**src/hdl/vlf_pkg.sv**
```systemverilog
// package for the vlan l2 learning forwarder: item types, table sizing and result codes
// used by the front, back and top modules; depends on nothing
`timescale 1ns / 1ps
package vlf_pkg;

  localparam int TABLE_ENTRIES = 64;
  localparam int IDX_W = $clog2(TABLE_ENTRIES);
  localparam int NUM_PORTS = 3;
  localparam int MAC_W = 48;
  localparam int VLAN_W = 12;
  localparam int QUEUE_DEPTH = 2;

  localparam logic [VLAN_W-1:0] PORT0_VLAN_RST = 12'd10;
  localparam logic [VLAN_W-1:0] PORT1_VLAN_RST = 12'd10;
  localparam logic [VLAN_W-1:0] PORT2_VLAN_RST = 12'd20;

  localparam logic [1:0] CFG_PORT0_VLAN = 2'd0;
  localparam logic [1:0] CFG_PORT1_VLAN = 2'd1;
  localparam logic [1:0] CFG_PORT2_VLAN = 2'd2;

  localparam logic [1:0] HOST_PORT = 2'd3;

  localparam logic [2:0] DISP_FWD      = 3'd0;
  localparam logic [2:0] DISP_FLOOD    = 3'd1;
  localparam logic [2:0] DISP_SAMEPORT = 3'd2;
  localparam logic [2:0] DISP_VLANDROP = 3'd3;
  localparam logic [2:0] DISP_HOST     = 3'd4;
  localparam logic [2:0] DISP_CLEARED  = 3'd5;

  localparam logic [1:0] CLS_KNOWN   = 2'd0;
  localparam logic [1:0] CLS_UNKNOWN = 2'd1;
  localparam logic [1:0] CLS_MCAST   = 2'd2;
  localparam logic [1:0] CLS_BCAST   = 2'd3;

  localparam logic [2:0] LRN_UPDATED  = 3'd0;
  localparam logic [2:0] LRN_INSERTED = 3'd1;
  localparam logic [2:0] LRN_MCAST    = 3'd2;
  localparam logic [2:0] LRN_FULL     = 3'd3;
  localparam logic [2:0] LRN_NONE     = 3'd4;

  typedef enum logic [1:0] {
    KIND_FRAME = 2'd0,
    KIND_HOST  = 2'd1,
    KIND_CLEAR = 2'd2
  } job_kind_t;

  typedef struct packed {
    logic             action;
    logic [1:0]       ingress_port;
    logic [MAC_W-1:0] source_mac;
    logic [MAC_W-1:0] dest_mac;
  } in_item_t;

  typedef struct packed {
    logic [2:0] disposition;
    logic [2:0] egress_mask;
    logic [1:0] dest_class;
    logic [2:0] learn_status;
  } out_item_t;

  // classified work handed from front to back
  typedef struct packed {
    job_kind_t         kind;
    logic [1:0]        port;
    logic [VLAN_W-1:0] vlan;
    logic [MAC_W-1:0]  src;
    logic [MAC_W-1:0]  dst;
    logic              src_mcast;
    logic [1:0]        dst_class;
    logic              dst_eq_src;
    logic [2:0]        flood;
  } job_t;

  typedef struct packed {
    logic [MAC_W-1:0]  mac;
    logic [VLAN_W-1:0] vlan;
    logic [1:0]        port;
  } entry_t;

  typedef struct packed {
    logic [VLAN_W-1:0] p0;
    logic [VLAN_W-1:0] p1;
    logic [VLAN_W-1:0] p2;
  } vlan_cfg_t;

endpackage

```
**src/hdl/vlf_ram.sv**
```systemverilog
// generic single write, single read ram with registered read data
// no dependencies
`timescale 1ns / 1ps
module vlf_ram #(
  parameter int WIDTH = 8,
  parameter int DEPTH = 16
) (
  input  logic                     clk,
  input  logic                     we,
  input  logic [$clog2(DEPTH)-1:0] waddr,
  input  logic [WIDTH-1:0]         wdata,
  input  logic [$clog2(DEPTH)-1:0] raddr,
  output logic [WIDTH-1:0]         rdata
);

  logic [WIDTH-1:0] mem [DEPTH];

  always_ff @(posedge clk) begin
    if (we) begin
      mem[waddr] <= wdata;
    end
    rdata <= mem[raddr];
  end

endmodule

```
**src/hdl/vlf_front.sv**
```systemverilog
// front part: accepts input items, classifies them and queues the resulting jobs
// depends on vlf_pkg
`timescale 1ns / 1ps
module vlf_front (
  input  logic              clk,
  input  logic              rst,
  input  logic              push,
  output logic              full,
  input  vlf_pkg::in_item_t in_item,
  input  vlf_pkg::vlan_cfg_t vlan_cfg,
  output logic              job_valid,
  input  logic              job_pop,
  output vlf_pkg::job_t     job
);
  import vlf_pkg::*;

  localparam int PTR_W = (QUEUE_DEPTH > 1) ? $clog2(QUEUE_DEPTH) : 1;

  job_t              q [QUEUE_DEPTH];
  logic [PTR_W-1:0]  wptr;
  logic [PTR_W-1:0]  rptr;
  logic [PTR_W:0]    count;
  job_t              cls;
  logic [VLAN_W-1:0] vlan;
  logic              do_push;
  logic              do_pop;

  always_comb begin
    unique case (in_item.ingress_port)
      2'd0:    vlan = vlan_cfg.p0;
      2'd1:    vlan = vlan_cfg.p1;
      default: vlan = vlan_cfg.p2;
    endcase
    cls = '0;
    cls.port = in_item.ingress_port;
    cls.vlan = vlan;
    cls.src = in_item.source_mac;
    cls.dst = in_item.dest_mac;
    cls.src_mcast = in_item.source_mac[40];
    cls.dst_eq_src = (in_item.dest_mac == in_item.source_mac);
    if (in_item.dest_mac == {MAC_W{1'b1}}) begin
      cls.dst_class = CLS_BCAST;
    end else if (in_item.dest_mac[40]) begin
      cls.dst_class = CLS_MCAST;
    end else begin
      cls.dst_class = CLS_KNOWN;
    end
    cls.flood[0] = (in_item.ingress_port != 2'd0) && (vlan_cfg.p0 == vlan);
    cls.flood[1] = (in_item.ingress_port != 2'd1) && (vlan_cfg.p1 == vlan);
    cls.flood[2] = (in_item.ingress_port != 2'd2) && (vlan_cfg.p2 == vlan);
    if (in_item.action) begin
      cls.kind = KIND_CLEAR;
    end else if (in_item.ingress_port == HOST_PORT) begin
      cls.kind = KIND_HOST;
    end else begin
      cls.kind = KIND_FRAME;
    end
  end

  assign full = (count == (PTR_W+1)'(QUEUE_DEPTH));
  assign job_valid = (count != '0);
  assign job = q[rptr];
  assign do_push = push && !full;
  assign do_pop = job_pop && job_valid;

  always_ff @(posedge clk) begin
    if (do_push) begin
      q[wptr] <= cls;
    end
    if (rst) begin
      wptr <= '0;
      rptr <= '0;
      count <= '0;
    end else begin
      if (do_push) begin
        wptr <= (wptr == PTR_W'(QUEUE_DEPTH-1)) ? '0 : wptr + 1'b1;
      end
      if (do_pop) begin
        rptr <= (rptr == PTR_W'(QUEUE_DEPTH-1)) ? '0 : rptr + 1'b1;
      end
      count <= count + (PTR_W+1)'(do_push) - (PTR_W+1)'(do_pop);
    end
  end

endmodule

```
**src/hdl/vlf_back.sv**
```systemverilog
// back part: scans the address table, learns the source, decides the forwarding,
// clears the table and holds the result item; depends on vlf_pkg and vlf_ram
`timescale 1ns / 1ps
module vlf_back (
  input  logic                clk,
  input  logic                rst,
  input  logic                job_valid,
  output logic                job_pop,
  input  vlf_pkg::job_t       job,
  input  vlf_pkg::vlan_cfg_t  vlan_cfg,
  output logic                empty,
  input  logic                pop,
  output vlf_pkg::out_item_t  out_item
);
  import vlf_pkg::*;

  typedef enum logic [3:0] {
    S_IDLE  = 4'b0001,
    S_SCAN  = 4'b0010,
    S_WRITE = 4'b0100,
    S_DONE  = 4'b1000
  } state_t;

  state_t               state;
  job_t                 cur;
  logic [TABLE_ENTRIES-1:0] slot_valid;
  logic [IDX_W-1:0]     cnt;
  logic                 issuing;
  logic                 rd_vld;
  logic [IDX_W-1:0]     rd_idx;
  logic                 src_hit;
  logic [IDX_W-1:0]     src_idx;
  logic                 dst_hit;
  logic [1:0]           dst_port;
  logic                 free_found;
  logic [IDX_W-1:0]     free_idx;
  out_item_t            res;
  out_item_t            done_res;
  out_item_t            res_next;
  logic                 out_valid;
  logic                 load_out;
  logic                 we;
  logic [IDX_W-1:0]     waddr;
  entry_t               wdata;
  entry_t               rent;
  logic                 ent_ok;
  logic                 hit_eff;
  logic [1:0]           op;
  logic [VLAN_W-1:0]    op_vlan;

  vlf_ram #(
    .WIDTH($bits(entry_t)),
    .DEPTH(TABLE_ENTRIES)
  ) u_table (
    .clk  (clk),
    .we   (we),
    .waddr(waddr),
    .wdata(wdata),
    .raddr(cnt),
    .rdata(rent)
  );

  assign ent_ok = rd_vld && slot_valid[rd_idx] && (rent.vlan == cur.vlan);
  assign job_pop = (state == S_IDLE) && job_valid;
  assign load_out = (state == S_DONE) && (!out_valid || pop);
  assign empty = !out_valid;
  assign out_item = res;

  // learning and the write back happen together in the write step
  always_comb begin
    we = 1'b0;
    waddr = src_idx;
    wdata.mac = cur.src;
    wdata.vlan = cur.vlan;
    wdata.port = cur.port;
    res_next.learn_status = LRN_FULL;
    if (cur.src_mcast) begin
      res_next.learn_status = LRN_MCAST;
    end else if (src_hit) begin
      we = (state == S_WRITE);
      res_next.learn_status = LRN_UPDATED;
    end else if (free_found) begin
      we = (state == S_WRITE);
      waddr = free_idx;
      res_next.learn_status = LRN_INSERTED;
    end
    // a destination equal to the source sees the entry just learned
    hit_eff = dst_hit || (cur.dst_eq_src && !cur.src_mcast && free_found && !src_hit);
    op = cur.dst_eq_src ? cur.port : dst_port;
    unique case (op)
      2'd0:    op_vlan = vlan_cfg.p0;
      2'd1:    op_vlan = vlan_cfg.p1;
      default: op_vlan = vlan_cfg.p2;
    endcase
    res_next.disposition = DISP_FLOOD;
    res_next.egress_mask = cur.flood;
    res_next.dest_class = cur.dst_class;
    if (cur.dst_class == CLS_KNOWN) begin
      if (!hit_eff) begin
        res_next.dest_class = CLS_UNKNOWN;
      end else begin
        res_next.egress_mask = 3'd0;
        if (op == cur.port) begin
          res_next.disposition = DISP_SAMEPORT;
        end else if (op == HOST_PORT || op_vlan != cur.vlan) begin
          res_next.disposition = DISP_VLANDROP;
        end else begin
          res_next.disposition = DISP_FWD;
          res_next.egress_mask = 3'(1 << op);
        end
      end
    end
  end

  always_ff @(posedge clk) begin
    if (rst) begin
      state <= S_IDLE;
      slot_valid <= '0;
      issuing <= 1'b0;
      rd_vld <= 1'b0;
      out_valid <= 1'b0;
    end else begin
      if (load_out) begin
        out_valid <= 1'b1;
        res <= done_res;
      end else if (pop) begin
        out_valid <= 1'b0;
      end
      unique case (state)
        S_IDLE: begin
          if (job_valid) begin
            cur <= job;
            unique case (job.kind)
              KIND_CLEAR: begin
                slot_valid <= '0;
                done_res <= '{DISP_CLEARED, 3'd0, CLS_KNOWN, LRN_NONE};
                state <= S_DONE;
              end
              KIND_HOST: begin
                done_res <= '{DISP_HOST, 3'd0, CLS_KNOWN, LRN_NONE};
                state <= S_DONE;
              end
              default: begin
                cnt <= '0;
                issuing <= 1'b1;
                src_hit <= 1'b0;
                dst_hit <= 1'b0;
                free_found <= 1'b0;
                state <= S_SCAN;
              end
            endcase
          end
        end
        S_SCAN: begin
          rd_vld <= issuing;
          rd_idx <= cnt;
          if (issuing) begin
            if (cnt == IDX_W'(TABLE_ENTRIES-1)) begin
              issuing <= 1'b0;
            end else begin
              cnt <= cnt + 1'b1;
            end
          end
          if (ent_ok && rent.mac == cur.src) begin
            src_hit <= 1'b1;
            src_idx <= rd_idx;
          end
          if (ent_ok && rent.mac == cur.dst) begin
            dst_hit <= 1'b1;
            dst_port <= rent.port;
          end
          if (rd_vld && !slot_valid[rd_idx] && !free_found) begin
            free_found <= 1'b1;
            free_idx <= rd_idx;
          end
          // issuing is already low here, so rd_vld drops with the state change
          if (rd_vld && rd_idx == IDX_W'(TABLE_ENTRIES-1)) begin
            state <= S_WRITE;
          end
        end
        S_WRITE: begin
          if (we) begin
            slot_valid[waddr] <= 1'b1;
          end
          done_res <= res_next;
          state <= S_DONE;
        end
        S_DONE: begin
          if (load_out) begin
            state <= S_IDLE;
          end
        end
        default: state <= S_IDLE;
      endcase
    end
  end

  a_no_overwrite: assert property (@(posedge clk) disable iff (rst)
    load_out |-> (!out_valid || pop))
    else $error("result overwritten before taken");

  a_clear_empties: assert property (@(posedge clk) disable iff (rst)
    (job_pop && job.kind == KIND_CLEAR) |=> (slot_valid == '0))
    else $error("table clear left valid slots");

  a_read_in_scan: assert property (@(posedge clk) disable iff (rst)
    rd_vld |-> (state == S_SCAN))
    else $error("table read data outside scan");

  a_one_write: assert property (@(posedge clk) disable iff (rst)
    we |-> (state == S_WRITE) && !cur.src_mcast)
    else $error("table written outside learning");

endmodule

```
**src/hdl/vlan_l2_learning_forwarder_top.sv**
```systemverilog
// top level of the vlan l2 learning forwarder: configuration registers, front and back
// depends on vlf_pkg, vlf_front, vlf_back, vlf_ram
//
// input items enter through push/full like a queue; the front classifies each item
// (table clear, host port or frame) and queues up to two jobs for the back.
// results leave through empty/pop: while empty is low the oldest result is on
// out_item and pop takes it. configuration is written through cfg_valid/cfg_ready
// (always ready) with cfg_index 0..2 selecting the access vlan of port 0..2;
// other indexes are ignored.
// a frame costs one full sweep of the address table through the memory read port;
// a table clear or a host port item skips the sweep and goes from idle straight to
// done in the back. the back takes a new job only once it is back in idle.
// reset empties the table at once (per-slot valid flops) and loads vlans 10, 10, 20.
// when the receiver stalls the result waits in the output register, the back
// holds the next result and the front queue fills, then full rises.
`timescale 1ns / 1ps
module vlan_l2_learning_forwarder_top (
  input  logic               clk,
  input  logic               rst,
  input  logic               push,
  output logic               full,
  input  vlf_pkg::in_item_t  in_item,
  output logic               empty,
  input  logic               pop,
  output vlf_pkg::out_item_t out_item,
  input  logic               cfg_valid,
  output logic               cfg_ready,
  input  logic [1:0]         cfg_index,
  input  logic [11:0]        cfg_data
);
  import vlf_pkg::*;

  vlan_cfg_t vlan_cfg;
  logic      job_valid;
  logic      job_pop;
  job_t      job;

  assign cfg_ready = 1'b1;

  always_ff @(posedge clk) begin
    if (rst) begin
      vlan_cfg.p0 <= PORT0_VLAN_RST;
      vlan_cfg.p1 <= PORT1_VLAN_RST;
      vlan_cfg.p2 <= PORT2_VLAN_RST;
    end else if (cfg_valid) begin
      unique case (cfg_index)
        CFG_PORT0_VLAN: vlan_cfg.p0 <= cfg_data;
        CFG_PORT1_VLAN: vlan_cfg.p1 <= cfg_data;
        CFG_PORT2_VLAN: vlan_cfg.p2 <= cfg_data;
        default: ;
      endcase
    end
  end

  vlf_front u_front (
    .clk      (clk),
    .rst      (rst),
    .push     (push),
    .full     (full),
    .in_item  (in_item),
    .vlan_cfg (vlan_cfg),
    .job_valid(job_valid),
    .job_pop  (job_pop),
    .job      (job)
  );

  vlf_back u_back (
    .clk      (clk),
    .rst      (rst),
    .job_valid(job_valid),
    .job_pop  (job_pop),
    .job      (job),
    .vlan_cfg (vlan_cfg),
    .empty    (empty),
    .pop      (pop),
    .out_item (out_item)
  );

endmodule
```
**config.mk**
```make
export PLATFORM = sky130hd
export DESIGN_NAME = vlan_l2_learning_forwarder_top
export DESIGN_NICKNAME = d
export VERILOG_FILES = /design/src/hdl/vlf_pkg.sv /design/src/hdl/vlf_ram.sv /design/src/hdl/vlf_front.sv /design/src/hdl/vlf_back.sv /design/src/hdl/vlan_l2_learning_forwarder_top.sv
export SDC_FILE = /design/constraint.sdc
export NUM_CORES = 2
export LEC_CHECK = 0
export BUFFER_PORTS_ARGS = -buffer_cell sky130_fd_sc_hd__buf_2
export CORE_MARGIN = 2
export CORE_UTILIZATION = 55
export DETAILED_ROUTE_END_ITERATION = 7
export HOLD_SLACK_MARGIN = 0.12
export PLACE_DENSITY = 0.68
export SLEW_MARGIN = 20
export SYNTH_ARGS = -nofsm -noshare
export SYNTH_HDL_FRONTEND = slang
export SYNTH_HIERARCHICAL = 1
export SYNTH_MEMORY_MAX_BITS = 65536
export SYNTH_SLANG_ARGS = --single-unit
```
**constraint.sdc**
```tcl
create_clock -name clk -period 19.08 [get_ports clk]
set_clock_uncertainty 0.2 [all_clocks]
set_input_delay 0.954 -clock clk [delete_from_list [all_inputs] [get_ports clk]]
set_output_delay 0.954 -clock clk [all_outputs]
set_load 0.005 [all_outputs]
```
# == Word-level counts from Yosys, hierarchy flattened ==
# Memories as Yosys holds them, arrays and structs flattened. A register that Yosys moved wholly into a read port is not among the register bits.
# Cells that the tools add are included.
# Widths: inputs -> output; s select.
# classes
n_addsub,5
order_cmp,3
eq_ne,39
shift,1
n_mux,67
n_bitwise,2
reduce_logical,54
# ops
cell,n
$mux 64,3
$eq 48x48->1,3
$pmux 64 s2,1
$or 64x64->64,1
$eq 12x12->1,4
$eq 48x48->1 const B,1
$mux 6,8
$pmux 12 s2,2
$pmux 11 s2,2
$mux 1,25
$logic_and 1x1->1,18
$reduce_and 3->1,6
$mux 2,8
$mux 4,4
$ne 2x1->1 const B,8
$pmux 4 s4,1
$reduce_and 5->1,3
$lt 6x7->1 const B,2
$eq 6x6->1 const B,2
$mux 3,4
$ne 12x12->1,1
$pmux 6 s2,1
$mux 11,1
$eq 2x2->1 const B,5
27 further kinds,57
# totals
reg_bits,279
ramBits,4206
in_bits,118
n_memories,2
# memory_table
memory,words,word_bits,read_ports,rd_ports_with_merged_regs,wr,line_no,rtl
u_back.u_table.mem,64,62,1,1,1,vlf_ram.sv:16,logic [WIDTH-1:0] mem [DEPTH];
u_front.q,2,119,1,1,1,vlf_front.sv:19,job_t q [QUEUE_DEPTH];

# == Depth between registers and ports, before layout ==
# logic_depth
word_depth,10
ltp_mapped,13

# == Modules after synthesis ==
# Netlist, hierarchy kept.
# by_module_without_submodules
module,n_inst,cells_per_inst,area_per_inst_um2
vlf_ram,1,6646,151898.2
vlf_front,1,601,10307.4
vlf_back,1,797,10251.1
vlan_l2_learning_forwarder_top,1,141,1491.4

# == Worst setup path before layout ==
# No wires, ideal clock.
# synth_path
kind,reg2reg
start,register u_back/cur[6] (netlist name)
end,memory u_back/u_table/mem[34][0] (netlist name) (enable)
arrival_time_ns,6.306
required_ns,18.322
setup_slack_ns,12.016
stages_incl_launch_ff,9
path_cell_list,edfxtp_1 -> nor3b_1 -> buf_2 -> mux2i_2 -> inv_1 -> clkbuf_1 -> nor2_1 -> nand3_1 -> nor3_1
# synth_via
elab_cells_between_ends,4
classes_between,mux: 4
# synth_lines
item,line_no,rtl
from (decl),vlf_back.sv:25,job_t cur;
from (signal assigned),vlf_back.sv:132,cur <= job;
$mux 6,vlf_back.sv:77,if (cur.src_mcast) begin
net u_back.waddr[3],vlf_back.sv:43,logic [IDX_W-1:0] waddr;
to (decl),vlf_ram.sv:16,
# The timed path passes the listed nets, and every way through them passes these cells.

# == Worst setup path in the final report ==
# layout_path
start,register u_back/cur[6] (netlist name)
end,memory u_back/u_table/mem[19][28] (netlist name) (enable)
# The elaborated chain is that of the path after synthesis.

==> results.sh <==
export IMPL_wl_per_cell_um=36.9
export IMPL_track_usage_pct=30.3
export IMPL_hold_viol=0
export IMPL_first_iter_violations=14800
export IMPL_synthAdderAreaFrac_pct=0.0360
export IMPL_post_cts_buffers=0
export IMPL_cp_end_kind="flop"
export IMPL_synthToLayoutAreaGrowth_pct=12.9
export IMPL_ant_nets=0
export IMPL_path_max_fanout=37
export IMPL_grt_max_degree=126
export IMPL_pin_count=132
export IMPL_outcome="complete, no violations"
export IMPL_period_share_pct=29.4
export IMPL_final_max_slew_viol_count=0
export IMPL_cts_sinks=4544
export IMPL_clockBufferDepth=4
export IMPL_hold_class="input pin to flop"
export IMPL_start_kind="flop"
export IMPL_cellPowerDensity_mw_per_mm2=120
export IMPL_place_congestion=0.889
export IMPL_port_buffers=130
export IMPL_antenna_found_initial=17
export IMPL_synthSimpleGateAreaFrac_pct=2.15
export IMPL_wirelength_um=490000
export IMPL_synth_cells=8185
export IMPL_syn_area_mm2=0.174
export IMPL_synth_nets=8308
export IMPL_synth_compound_area_share_pct=3.30
export IMPL_design_area_mm2=0.196
export IMPL_row_count=206
export IMPL_grt_pass1_vias=88800
export IMPL_rsz0062_at_grt="false"
export IMPL_start_util_pct=55.3
export IMPL_post_dp_hpwl_um=264000
export IMPL_yosysUniqueCellTypes=84
export IMPL_synth_edf_count=4370
export IMPL_peakVddDrop_mv=0.110
export IMPL_cts_root_buf="clkbuf_16"
export IMPL_post_route_drc_count=0
export IMPL_die_area_mm2=0.321
export IMPL_grt_ovfl_total=0
export IMPL_setup_violations=0
export IMPL_place_area_mm2=0.180
export IMPL_slew_headroom_pct=18.4
export IMPL_cts_tree="built"
export IMPL_grt_pass1_wl_um=681000
export IMPL_ys_seq_area_share_pct=77.4
export IMPL_synth_ff_type="edfxtp_1"
export IMPL_cts_htree_levels=5
export IMPL_viasPerCell=6.85
export IMPL_total_power_uw=23600
export IMPL_die_x_um=566
export IMPL_tightest_slew_ns=1.22
export IMPL_synth_top_family_by_area="multiplexers"
export IMPL_tns_ns=0
export IMPL_ys_ff_latch=4544
export IMPL_max_freq_ghz=0.178
export IMPL_final_cell_mix="edfxtp_1 (4,370), mux4_2 (870), clkbuf_16 (442)"
export IMPL_syn_avg_cell_area_um2=21.3
export IMPL_fp_coreArea_mm2=0.315
export IMPL_yosysWarnings=6
export IMPL_die_y_um=566
export IMPL_clkLatencyLatePin_ns=1.00
export IMPL_cellLeakagePower_uw=0.0620
export IMPL_maxCapViolations=0
export IMPL_drtPass1Iterations=6
export IMPL_final_common_cell="edfxtp_1"
export IMPL_cts_buffers=438
export IMPL_clk_pin_slew_worst_paths_ns=0.07
export IMPL_drive_gt1_share_pct=25.8
export IMPL_dr_total_vias=90800
export IMPL_synthMuxAreaShare_pct=14.5
export IMPL_async_reset_ff_share_pct=0
export IMPL_nets=8837
export IMPL_cp_arrival_ns=5.99
export IMPL_worst_ep_required_time_ns=19.46
export IMPL_synthXorXnorAreaFrac_pct=1.12
export IMPL_worst_setup_path_type="flop to flop"
export IMPL_period_needed_ns=5.61
## sequential cells by signal, indices dropped and copies added, names as in the netlist, 2 cells and up, named ones only
name                  cells
u_back/u_table/mem     3968
u_front/q               236
u_back/cur              117
u_back/slot_valid        64
u_back/u_table/rdata     62
vlan_cfg                 36
u_back/done_res          10
u_back/out_item          10
u_back/cnt                6
u_back/free_idx           6
u_back/rd_idx             6
u_back/src_idx            6
u_back/state              4
u_back/dst_port           2
u_front/count             2
## Yosys cell counts (37+ instances only)
cell	count	area, um^2
a211oi_1	37	278
a21oi_1	116	581
a221oi_1	60	526
a22oi_1	64	480
buf_2	146	731
buf_4	73	548
clkbuf_1	156	586
dfxtp_1	174	3480
edfxtp_1	4370	131000
mux2_2	241	2710
mux2i_1	271	2710
mux4_2	870	19600
nand2_1	93	349
nand2b_1	72	450
nand4_1	50	313
nor2_1	208	781
nor2b_1	64	400
nor3_1	56	280
nor4_1	65	407
o21ai_0	84	420
o221ai_1	65	569
o22ai_1	260	1630
xnor2_1	147	1290
xor2_1	75	657
## stage by stage
stage	util, %	setup WS (ns)	hold slack (ns)	std cells
floorplan	-	12.02	0.186	8185
global placement	57.3	13.42	0.194	12300
detailed placement	57.3	13.40	0.204	12300
CTS	62.4	13.38	0.145	13300
global route	62.4	13.34	0.196	13300
finish	62.4	13.47	0.201	13300
## cell type report
class / count / area, um^2
Sequential cell: 4544 / 135000
Fill cell: 20900 / 118000
Multi-Input combinational cell: 3171 / 37300
Clock buffer: 577 / 12000
Tap cell: 4160 / 5200
Timing Repair Buffer: 530 / 4110
Clock inverter: 246 / 2990
Inverter: 29 / 109
Antenna cell: 8 / 20.0
## what timing repair did
item / CTS / global route
endpoints found under the setup margin: 0 / 0
hold endpoints to repair: 233 / 0
resized for setup: 0 / 0
hold buffers: 109 / 0
## where the power goes
group	total, uW	internal [uW]	switching, uW
registers	11900	11600	271
logic	2790	966	1820
clock network	8900	5130	3770
## cells by family after synthesis
logic type	count (synthesis)
XOR/XNOR	222
buffers and inverters	470
other	1
multiplexers	1398
flip-flops	4544
AND/OR/NAND/NOR	715
adder cells (fa/ha/maj)	5
AO/OA/AOI/OAI	830
## routing by layer
| metal | GRT usage (%) | share of wire [%] |
|---|---|---|
| met5 | 0 | 0.0090 |
| met4 | 10.1 | 4.0 |
| met3 | 6.83 | 13 |
| met2 | 47.1 | 46 |
| met1 | 42.9 | 37 |
## worst paths after layout
path / end / start / slack, ns / depth (start not counted)
worst max-delay path: u_back/u_table/mem[19][28] / u_back/cur[6] / 13.47 / 9
worst min-delay path: vlan_cfg[25] / cfg_index[0] / 0.20 / 3
worst max register to register: u_back/u_table/mem[19][28] / u_back/cur[6] / 13.47 / 9
worst min register to register: u_back/dst_port[0] / u_back/u_table/rdata[0] / 0.21 / 0
## critical path, cell delays in order (launching register included)
cell and delay (ns):
edfxtp_1 0.42, nor3b_1 0.38, buf_4 0.26, mux2i_2 0.48
clkinv_1 0.60, nor2b_1 0.42, nand3_1 0.45, nor2_4 0.63
buf_4 0.45, buf_4 0.83
No activity file was read; power rests on OpenSTA's default activity.
